$ cat config.mk
export PLATFORM = sky130hd
export DESIGN_NAME = dlsm_alu
export DESIGN_NICKNAME = d
export VERILOG_FILES = /design/src/dlsm_pkg.sv /design/src/dlsm_alu.sv
export SDC_FILE = /design/constraint.sdc
export NUM_CORES = 1
export LEC_CHECK = 0
export BUFFER_PORTS_ARGS = -buffer_cell sky130_fd_sc_hd__clkbuf_2
export CORE_AREA = 2 2 262 199
export DETAILED_ROUTE_END_ITERATION = 6
export DIE_AREA = 0 0 264 201
export SLEW_MARGIN = 25
export SYNTH_ARGS = -nofsm -noshare
export SYNTH_HDL_FRONTEND = slang
export SYNTH_SLANG_ARGS = --single-unit
$ cat constraint.sdc
create_clock -name clk -period 8 [get_ports clk]
set_input_delay 1.2 -clock clk [delete_from_list [all_inputs] [get_ports clk]]
set_output_delay 1.2 -clock clk [all_outputs]
set_load 0.005 [all_outputs]
$ cat src/dlsm_pkg.sv
`default_nettype none
package dlsm_pkg;

  localparam int unsigned WORD_W = 64;

  localparam logic [7:0] OPC_LIT0   = 8'h30;
  localparam logic [7:0] OPC_LIT31  = 8'h4f;
  localparam logic [7:0] OPC_REG0   = 8'h50;
  localparam logic [7:0] OPC_REG31  = 8'h6f;
  localparam logic [7:0] OPC_BREG0  = 8'h70;
  localparam logic [7:0] OPC_BREG31 = 8'h8f;
  localparam logic [7:0] OPC_DUP    = 8'h12;
  localparam logic [7:0] OPC_OVER   = 8'h14;
  localparam logic [7:0] OPC_PICK   = 8'h15;
  localparam logic [7:0] OPC_SWAP   = 8'h16;
  localparam logic [7:0] OPC_ROT    = 8'h17;
  localparam logic [7:0] OPC_ABS    = 8'h19;
  localparam logic [7:0] OPC_AND    = 8'h1a;
  localparam logic [7:0] OPC_DIV    = 8'h1b;
  localparam logic [7:0] OPC_MINUS  = 8'h1c;
  localparam logic [7:0] OPC_MOD    = 8'h1d;
  localparam logic [7:0] OPC_MUL    = 8'h1e;
  localparam logic [7:0] OPC_NEG    = 8'h1f;
  localparam logic [7:0] OPC_NOT    = 8'h20;
  localparam logic [7:0] OPC_OR     = 8'h21;
  localparam logic [7:0] OPC_PLUS   = 8'h22;
  localparam logic [7:0] OPC_SHL    = 8'h24;
  localparam logic [7:0] OPC_SHR    = 8'h25;
  localparam logic [7:0] OPC_XOR    = 8'h27;
  localparam logic [7:0] OPC_FBREG  = 8'h91;
  localparam logic [7:0] OPC_CFA    = 8'h9c;

  localparam logic [WORD_W-1:0] PTR_BYTES = 64'd8;

  typedef struct packed {
    logic inv;
    logic is_reg;
  } flags_t;

  typedef struct packed {
    logic [WORD_W-1:0] value;
    flags_t            flags;
  } entry_t;

  typedef enum logic [1:0] {
    ALU_MUL,
    ALU_DIV,
    ALU_MOD
  } alu_op_t;

  typedef struct packed {
    logic    start;
    alu_op_t op;
  } alu_req_t;

  typedef enum logic [1:0] {
    AU_IDLE,
    AU_RUN,
    AU_FIX
  } alu_state_t;

  typedef enum logic [3:0] {
    ST_IDLE,
    ST_READ,
    ST_READ_CAP,
    ST_PEEK_CAP,
    ST_EXEC,
    ST_ALU_WAIT,
    ST_PUSH,
    ST_TOP,
    ST_TOP_CAP,
    ST_WALK,
    ST_WALK_CAP,
    ST_OUT
  } seq_state_t;

  typedef enum logic [2:0] {
    K_CONST,
    K_DUP,
    K_PEEK,
    K_SWAP,
    K_ROT,
    K_UNARY,
    K_BINARY
  } kind_t;

endpackage
`default_nettype wire

$ cat src/dlsm_alu.sv
`default_nettype none
module dlsm_alu (
  input  logic                        clk,
  input  logic                        rst,
  input  dlsm_pkg::alu_req_t          req,
  input  logic [dlsm_pkg::WORD_W-1:0] a,
  input  logic [dlsm_pkg::WORD_W-1:0] b,
  output logic                        done,
  output logic [dlsm_pkg::WORD_W-1:0] result
);
  import dlsm_pkg::*;

  alu_state_t        state;
  alu_state_t        state_next;
  alu_op_t           op_q;
  logic [5:0]        cnt;
  logic [WORD_W-1:0] acc;
  logic [WORD_W-1:0] x;
  logic [WORD_W-1:0] y;
  logic              neg_q;
  logic              load;
  logic              step;
  logic              finish;
  logic [WORD_W:0]   add_a;
  logic [WORD_W:0]   add_b;
  logic              cin;
  logic [WORD_W+1:0] sum;

  always_comb begin
    state_next = state;
    case (state)
      AU_IDLE: if (req.start) state_next = AU_RUN;
      AU_RUN:  if (cnt == 6'd63) state_next = AU_FIX;
      AU_FIX:  state_next = AU_IDLE;
      default: state_next = AU_IDLE;
    endcase
  end

  always_comb begin
    load   = 1'b0;
    step   = 1'b0;
    finish = 1'b0;
    case (state)
      AU_IDLE: load = req.start;
      AU_RUN:  step = 1'b1;
      AU_FIX:  finish = 1'b1;
      default: ;
    endcase
  end

  // One adder serves both loops: accumulate for multiply, trial subtract for divide and modulo.
  always_comb begin
    if (op_q == ALU_MUL) begin
      add_a = {1'b0, acc};
      add_b = {1'b0, x};
      cin   = 1'b0;
    end else begin
      add_a = {acc, x[WORD_W-1]};
      add_b = {1'b1, ~y};
      cin   = 1'b1;
    end
    sum = (WORD_W+2)'(add_a) + (WORD_W+2)'(add_b) + (WORD_W+2)'(cin);
  end

  always_ff @(posedge clk) begin
    if (rst) begin
      state <= AU_IDLE;
      done  <= 1'b0;
    end else begin
      state <= state_next;
      done  <= finish;
    end
  end

  always_ff @(posedge clk) begin
    if (load) begin
      op_q <= req.op;
      cnt  <= '0;
      acc  <= '0;
      case (req.op)
        ALU_DIV: begin
          x     <= a[WORD_W-1] ? (WORD_W'(0) - a) : a;
          y     <= b[WORD_W-1] ? (WORD_W'(0) - b) : b;
          neg_q <= a[WORD_W-1] ^ b[WORD_W-1];
        end
        default: begin
          x     <= a;
          y     <= b;
          neg_q <= 1'b0;
        end
      endcase
    end
    if (step) begin
      cnt <= cnt + 6'd1;
      if (op_q == ALU_MUL) begin
        if (y[0]) begin
          acc <= sum[WORD_W-1:0];
        end
        x <= {x[WORD_W-2:0], 1'b0};
        y <= {1'b0, y[WORD_W-1:1]};
      end else if (sum[WORD_W+1]) begin
        acc <= sum[WORD_W-1:0];
        x   <= {x[WORD_W-2:0], 1'b1};
      end else begin
        acc <= {acc[WORD_W-2:0], x[WORD_W-1]};
        x   <= {x[WORD_W-2:0], 1'b0};
      end
    end
    if (finish) begin
      case (op_q)
        ALU_DIV: result <= neg_q ? (WORD_W'(0) - x) : x;
        default: result <= acc;
      endcase
    end
  end

endmodule
`default_nettype wire
### After elaboration in Yosys (flattened, before gate mapping)

Index checks and enable logic that the tools add are counted.

| operators by class | value |
|---|---|
| add/subtract/negate cells | 6 |
| equal/unequal tests | 7 |
| mux-type cells | 29 |
| bitwise gates (word level) | 2 |
| reductions and logical operators | 4 |

Operators by type and width:

| operator | number |
|---|---|
| 64-bit two-way mux | 16 |
| 1-bit by 64-bit subtractor with 64-bit output (first input constant) | 3 |
| 65-bit two-way mux | 2 |
| 65-bit by 65-bit adder with 66-bit output | 1 |
| 66-bit by 1-bit adder with 66-bit output | 1 |
| 64-bit inverter | 1 |
| 6-bit two-way mux | 2 |
| 6-bit by 1-bit adder with 6-bit output (second input constant) | 1 |
| 2-bit by 1-bit == test with 1-bit output (second input constant) | 3 |
| 6-bit == test (second input constant) | 1 |
| 1-bit two-way mux | 6 |
| 2-bit logical NOT | 2 |
| 2-bit two-way mux | 2 |
| 2-bit != test (second input constant) | 2 |
| 2-bit case mux with 2 select lines | 1 |
| 2-bit == test (second input constant) | 1 |
| 2-bit AND reduction | 1 |
| 2-bit nonzero test | 1 |
| 1-bit bitwise XOR | 1 |

| word-level totals | value |
|---|---|
| register bits after elaboration | 268 |
| input bits | 133 |
| output and inout bits | 65 |
| logic and storage cells | 57 |

### Longest topological paths before layout

Gate-level depths: netlist of run 1.

| depth | value |
|---|---|
| depth after elaboration | 7 |
| gate-level depth with buffers | 21 |
| mapped depth without buffers | 16 |

### Worst setup path after synthesis of run 1

Ideal clock, no wire load.

| timing path | value |
|---|---|
| kind | register to register |
| start | reg op_q[0] |
| end | reg acc[42] |
| setup time | 0.086 ns |
| arrival time | 4.337 ns |
| data required time | 7.914 ns |
| setup slack | 3.578 ns |
| stages on the path, launching flop included | 20 |
| clock period less this slack | 4.422 ns |
| cells stage by stage | edfxtp_1 -> nor2_1 -> inv_1 -> clkbuf_1 -> clkbuf_1 -> clkbuf_1 -> nand2_1 -> nand2_1 -> fa_1 -> fa_1 -> a211oi_1 -> o211ai_1 -> a41oi_1 -> and4b_1 -> o21ai_0 -> o31ai_1 -> a21boi_0 -> xnor2_1 -> mux2i_1 -> a211oi_1 |

| on the way | value |
|---|---|
| cells in the longest elaborated chain, start to end | 7 |
| elaborated cells between the ends (all ways) | 10 |

RTL lines:

| what | line | RTL |
|---|---|---|
| start, declared | dlsm_alu.sv:15 | `alu_op_t op_q;` |
| start signal, assigned | dlsm_alu.sv:77 | `op_q <= req.op;` |
| 2-bit logical NOT * | dlsm_alu.sv:53, dlsm_alu.sv:95 |  |
| 65-bit two-way mux | dlsm_alu.sv:53 | `if (op_q == ALU_MUL) begin` |
| 65-bit by 65-bit adder with 66-bit output | dlsm_alu.sv:62 | `sum = (WORD_W+2)'(add_a) + (WORD_W+2)'(add_b) + (WORD_W+2)'(cin);` |
| 66-bit by 1-bit adder with 66-bit output | dlsm_alu.sv:62 |  |
| 64-bit two-way mux, on equally long branches | dlsm_alu.sv:101, dlsm_alu.sv:96 |  |
| 64-bit two-way mux * | dlsm_alu.sv:95 | `if (op_q == ALU_MUL) begin` |
| 64-bit two-way mux * | dlsm_alu.sv:93 | `if (step) begin` |
| end signal, assigned | dlsm_alu.sv:97 | `acc <= sum[WORD_W-1:0];` |
| end signal, assigned | dlsm_alu.sv:102 | `acc <= sum[WORD_W-1:0];` |
| end signal, assigned | dlsm_alu.sv:105 | `acc <= {acc[WORD_W-2:0], x[WORD_W-1]};` |
| end, declared | dlsm_alu.sv:17 | `logic [WORD_W-1:0] acc;` |

Every way passes the cells marked *; elsewhere a longest branch is shown, timed or not.
A chain may end at the register's enable or synchronous reset.

### Worst setup path after layout of run 1

| timing path | value |
|---|---|
| start | reg op_q[0] |
| end | reg acc[50] |

Same word-level chain as after synthesis.

==> flow_summary_export.csv, run 1 <==
group,metric,value,unit
logic_synthesis,synth_compound_area_frac,0.253,
place,dpl.hpwl,52000,microns
detailed_routing,routed_wl,67600,microns
pwr,powerDensity,317,nW/um^2
logic_synthesis,synth_top_area_share,0.205,
logic_synthesis,synthAdderAreaFrac,0.0438,
timing,clock_skew,34.7,ps
global_route,globalRouteOverflowTotal,0,
finish,fill_cells,5247,
logic_synthesis,ys_types,76,
logic_synthesis,synth_top_area_cell,"edfxtp_1",
place,gp_congestion,0.935,
logic_synthesis,yosysSeqAreaShare,0.336,
pwr,power.switching,3.13,mW
run,drv_cap,0,
clock_tree,root_buffer,"clkbuf_16",
die,dieArea,53100,sq um
timing,maxSlewViolCount,0,
clock_tree,numClockSinks,268,
detailed_routing,avgRoutedWirePerCell,19.9,microns
timing,rsz0062_at_grt,"false",
clock_tree,htree_levels,1,
timing,hold_viol_final,0,
setup_path,path_max_fanout,112,
detailed_routing,routed_via_density,5.76,
global_route,grt_max_degree,113,
logic_synthesis,synth_xor_area_frac,0.105,
die,die_y,201,microns
pwr,pwr-share-comb,0.475,
pwr,p_clk_frac,0.228,
global_route,grt_pass1_vias,18400,
die,die_w,264,microns
pwr,ir_drop,0.000222,V
logic_synthesis,synth_area,20100,sq um
run_status,status,"complete, no violations",
logic_synthesis,synth_ff_type,"edfxtp_1",
clock_tree,clkTransAtPathRegs,70,ps
die,num_rows,72,
setup_path,cp.required,8480,ps
timing,finalCritPeriodShare,0.657,
die,coreArea,50800,sq um
clock_tree,cts.repair.resized,0,
pwr,cellInternalPower,4.05,mW
finish,seq_area,6740,sq um
logic_synthesis,synth_mux_area_frac,0.0191,
global_route,grtUsageTotal,0.245,
timing,slew_headroom,0.339,
logic_synthesis,synth_simple_gate_area_share,0.205,
logic_synthesis,synth-async-reset-ratio,0,
timing,layout_min_cycle_time,5250,ps
finish,final_util,0.447,
timing,fin_tns_setup,0,ps
hold_path,hold_path.class,"reg -> reg",
logic_synthesis,synth_top_family_by_area,"compound AO/OA/AOI/OAI gates",
logic_synthesis,yosys_warnings,0,
global_route,grt_pass1_wl,104000,microns
clock_tree,post_cts_buffers,0,
finish,multi_input_area,12600,sq um
pwr,sequentialPowerShare,0.297,
place,place.port_buffers,197,
setup_path,start_kind,"flop",
setup_path,cp.arrival,5730,ps
timing,fmax,190,MHz
setup_path,end_kind,"flop",
die,start_util,0.395,
logic_synthesis,syn-instance-count,2612,
setup_path,critical_path_class,"reg -> reg",
timing,setup_viol,0,
detailed_routing,vias,19500,
logic_synthesis,syn_area_per_cell,7.68,sq um
finish,area_growth,13.1,%
logic_synthesis,synth_area_leaders,"edfxtp_1 (21%), dfxtp_1 (13%), o21ai_0 (8.8%)",
die,io-pin-count,198,
timing,worstMarginPinSlew,989,ps
finish,finalNetCount,2905,
pwr,sw_frac_of_total,0.436,
clock_tree,hold_buffers,0,
finish,n_antenna_cell,0,
detailed_routing,first_pass_iters,7,
clock_tree,clk_path_buf_depth,3,
global_route,antenna_found_initial,0,
finish,layout-drive-gt1-share,0.115,
detailed_routing,drcViolationCount,0,
clock_tree,cts_tree,"built",
pwr,p_leak,8.89,nW
clock_tree,numCtsBuffers,30,
logic_synthesis,syn_nets,2814,
logic_synthesis,synth_edf_count,137,
detailed_routing,drt_iter0_markers,1668,
logic_synthesis,synth-seq-cells,268,
clock_tree,clock_latency,600,ps
detailed_routing,postRouteAntennaNets,0,
==> power by group through the flow <==
stage	clock network [mW]	logic [mW]	registers (mW)
5_1_grt	1.72	3.74	2.17
3_5_place_dp	0	3.35	2.16
4_1_cts	1.66	3.37	2.13
2_1_floorplan	0	2.47	1.99
6_report	1.64	3.41	2.14
3_3_place_gp	0	3.33	2.16
==> path summary, 6_finish.rpt <==
path | endpoint | slack (ps) | depth (start not counted) | from
hold / removal | y[55] | 480 | 2 | y[56]
setup / recovery | acc[50] | 2750 | 16 | op_q[0]
hold reg to reg | y[55] | 480 | 2 | y[56]
setup reg to reg | acc[50] | 2750 | 16 | op_q[0]
==> per-stage QoR <==
step / std cells / worst slack, ps / total power, mW / hold WS [ps] / cell area (sq um)
final: 3393 / 2750 / 7.18 / 477 / 22700
after global routing: 3393 / 2390 / 7.62 / 508 / 22700
after CTS: 3392 / 2700 / 7.16 / 481 / 22700
after detailed placement: 3336 / 2740 / 5.50 / 471 / 21500
after global placement: 3336 / 2850 / 5.49 / 461 / 21500
after floorplan: 2612 / 3580 / 4.45 / 442 / 20100
==> cells in the mapped netlist, types with 6 or more instances <==
cell,number
o21a_1,7
a221o_1,8
a21o_1,51
o41ai_1,18
o211ai_1,6
a31oi_1,20
a221oi_1,9
nand4_1,36
edfxtp_1,137
nand3_1,27
clkbuf_1,144
nand2_1,468
a22oi_1,42
or3_1,28
o21bai_1,12
nor2_1,237
and3_1,10
a21oi_1,242
mux2i_1,36
or4_1,14
and2_1,14
a211oi_1,12
ha_1,67
inv_1,39
o21ai_0,353
nor4_1,12
xor2_1,144
dfxtp_1,131
nor3_1,37
o31ai_1,45
xnor2_1,97
buf_1,17
nand2b_1,12
==> kinds of logic after synthesis <==
family / count (synthesis)
AO/OA/AOI/OAI: 863
XOR/XNOR: 241
adder cells (fa/ha/maj): 69
buffers and inverters: 201
flip-flops: 268
multiplexers: 38
AND/OR/NAND/NOR: 932
==> cell usage in the layout, fill, tap and decap left out, types with 12 or more instances in the layout <==
cell type	count
a22oi_1	42
nor4_1	12
nand2_1	466
inv_1	38
nor3_1	37
mux2i_1	36
edfxtp_1	137
or4_1	14
and2_1	14
a21o_1	50
o21bai_1	12
or3_1	28
a21oi_1	242
dfxtp_1	131
clkbuf_16	31
a211oi_1	12
a31oi_1	20
buf_4	21
clkbuf_2	197
nand3_1	27
xnor2_1	97
ha_1	67
xor2_1	144
nand4_1	36
o31ai_1	45
o21ai_0	353
o41ai_1	18
nor2_1	232
==> registers in the layout, summed over array words and instances, names as in the netlist <==
name    cells
acc        64
cnt         6
done        1
neg_q       1
op_q        2
result     64
state       2
x          64
y          64
==> critical path: stages, from the launching register on <==
cell	delay, ps
edfxtp_1	440
nor2_4	70
inv_4	610
buf_12	470
a21oi_1	150
ha_1	480
a21oi_1	140
o21ai_0	390
a21oi_1	120
o21ai_0	340
a221o_1	220
a21o_2	100
buf_4	410
a21o_1	310
nand2_1	380
a311oi_1	340
a211oi_1	90
==> layout make-up <==
type                       instances  share of cell area
multi-input combinational       2143               0.556
sequential                       268               0.297
timing repair buffer             220              0.0522
tap                              666              0.0367
clock buffer                      35              0.0357
clock inverter                    21              0.0154
inverter                          40             0.00673
==> per-layer routing <==
layer  vias to the layer above  global-route usage  routed length [microns]
met5                         -                   0                        0
met4                         0               0.101                     3000
met3                       139              0.0259                     3270
met2                       583               0.414                    32200
met1                      9278               0.320                    29100
li1                       9543                   -                        -
(Power assumes the default switching activity.)
==> run 2, diff against run 1 <==
==> constraint.sdc (replaced) <==
create_clock -name clk -period 5.4 [get_ports clk]
set_input_delay 0.81 -clock clk [delete_from_list [all_inputs] [get_ports clk]]
set_output_delay 0.81 -clock clk [all_outputs]
set_load 0.005 [all_outputs]
==> run 2 against run 1 <==
Against the previous run:
- final area is 0.32% lower
- utilization decreased by 0.14 points
- clock skew down 12 ps
- critical endpoint is now acc[16]
- first-iteration DRC count increased by 13%
- combinational power is 48% higher
- final cell count grew 0.21%
- register-to-register slack lost 2100 ps
- critical path depth rose by 1
- via count is 0.82% higher
- setup slack got worse by 2100 ps
- clock power grew 29%
- sequential cell count stayed put
==> flow_summary_export.csv, run 2 (same netlist as run 1, synthesis figures left out) <==
group,metric,value,unit
run_status,status,"complete, no violations",
detailed_routing,first_pass_iters,7,
timing,slew_headroom,0.326,
setup_path,end_kind,"flop",
clock_tree,post_cts_buffers,0,
finish,layout-drive-gt1-share,0.116,
run,drv_cap,0,
pwr,powerDensity,457,nW/um^2
clock_tree,numCtsBuffers,29,
clock_tree,cts.repair.resized,0,
finish,mostFrequentLayoutCells,"nand2_1 (465), o21ai_0 (353), a21oi_1 (242), nor2_1 (234), clkbuf_2 (197)",
global_route,grt_pass1_vias,18400,
timing,layout_min_cycle_time,4740,ps
detailed_routing,routed_wl,68400,microns
place,dpl.hpwl,52400,microns
pwr,power.switching,4.59,mW
global_route,grt_pass1_wl,104000,microns
global_route,grt_max_degree,122,
clock_tree,numClockSinks,268,
place,postPlaceCellArea,21600,sq um
setup_path,cp.arrival,5200,ps
global_route,antenna_found_initial,0,
place,place.port_buffers,197,
pwr,sw_frac_of_total,0.444,
clock_tree,htree_levels,1,
clock_tree,cts_tree,"built",
die,coreArea,50800,sq um
clock_tree,clkTransAtPathRegs,70,ps
pwr,cellInternalPower,5.74,mW
hold_path,hold_path.class,"in -> reg",
clock_tree,root_buffer,"clkbuf_16",
timing,hold_viol_final,0,
finish,area_growth,12.8,%
die,die_y,201,microns
hold_path,whs_path_depth,2,
timing,fmax,211,MHz
detailed_routing,drt_iter0_markers,1887,
pwr,ir_drop,0.000264,V
place,gp_congestion,0.925,
setup_path,path_max_fanout,38,
timing,fin_tns_setup,0,ps
detailed_routing,vias,19700,
global_route,grtUsageTotal,0.247,
die,start_util,0.395,
global_route,globalRouteOverflowTotal,0,
timing,rsz0062_at_grt,"false",
detailed_routing,avgRoutedWirePerCell,20.1,microns
finish,finalNetCount,2913,
pwr,p_clk_frac,0.204,
timing,maxSlewViolCount,0,
clock_tree,clk_path_buf_depth,3,
detailed_routing,drcViolationCount,0,
finish,final_common_cell,"nand2_1",
timing,clock_skew,22.4,ps
detailed_routing,postRouteAntennaNets,0,
clock_tree,clock_latency,590,ps
finish,fin_area,22600,sq um
setup_path,reg2reg_to,"acc[16]",
timing,setup_viol,0,
clock_tree,hold_buffers,0,
timing,finalCritPeriodShare,0.877,
setup_path,start_kind,"flop",
pwr,sequentialPowerShare,0.306,
timing,worstMarginPinSlew,1010,ps
setup_path,reg2reg_slack,660,ps
setup_path,r2r-start,"op_q[0]",
die,num_rows,72,
setup_path,cp.required,5860,ps
pwr,pwr-share-comb,0.490,
pwr,p_leak,8.87,nW
die,dieArea,53100,sq um
detailed_routing,routed_via_density,5.80,
die,die_w,264,microns
setup_path,r2r_cells,17,
finish,n_antenna_cell,0,
setup_path,critical_path_class,"reg -> reg",
hold_path,min_to,"done",
hold_path,hold_start,"rst",
die,io-pin-count,198,
## run 2: final cells by class
class                           count  area, sq um
Multi-Input combinational cell   2143        12600
Fill cell                        5248        28200
Clock inverter                     19          218
Inverter                           40          153
Sequential cell                   268         6740
Clock buffer                       35          768
Timing Repair Buffer              229         1290
Tap cell                          666          833
## run 2: worst max-delay path by stage
| stage | from | end | slack (ps) | depth (start not counted) |
|---|---|---|---|---|
| after floorplan | op_q[0] | acc[42] | 980 | 19 |
| after global placement | op_q[0] | acc[16] | 860 | 17 |
| after detailed placement | op_q[0] | acc[16] | 790 | 17 |
| after CTS | op_q[0] | acc[16] | 750 | 17 |
| after global routing | op_q[0] | acc[16] | 330 | 17 |
| final | op_q[0] | acc[16] | 660 | 17 |
## run 2: worst max-delay path, stage by stage (launching register included)
cell	delay, ps
edfxtp_1	460
nor2_4	170
buf_4	400
buf_4	410
nand2_1	90
nand2_1	120
ha_1	370
a21oi_1	250
o21ai_0	160
a221oi_1	330
o31ai_1	200
a221o_1	320
a21o_2	270
buf_4	240
buf_4	250
o21ai_0	220
nand2_1	70
a22o_1	220
## run 2: metrics by stage
stage	setup WS (ps)	power (mW)	util	std cells	hold WS, ps
3_3_place_gp	863	8.14	0.425	3344	464
2_1_floorplan	978	6.60	-	2612	442
6_report	663	10.3	0.445	3400	428
5_1_grt	334	11.0	0.445	3400	420
3_5_place_dp	793	8.16	0.425	3344	471
4_1_cts	745	10.3	0.444	3398	393
## run 2: power groups by stage
stage,Clock [mW],Sequential (mW),Combinational (mW)
after CTS,2.15,3.15,4.99
after detailed placement,0,3.20,4.96
after global routing,2.24,3.21,5.57
after global placement,0,3.19,4.95
final,2.11,3.16,5.06
after floorplan,0,2.94,3.66
## run 2: per-layer routing
metal,share of wire,track usage,up-vias
met5,0,0,-
met4,0.037,0.0810,0
met3,0.047,0.0226,120
met2,0.48,0.422,595
met1,0.43,0.328,9427
li1,-,-,9561
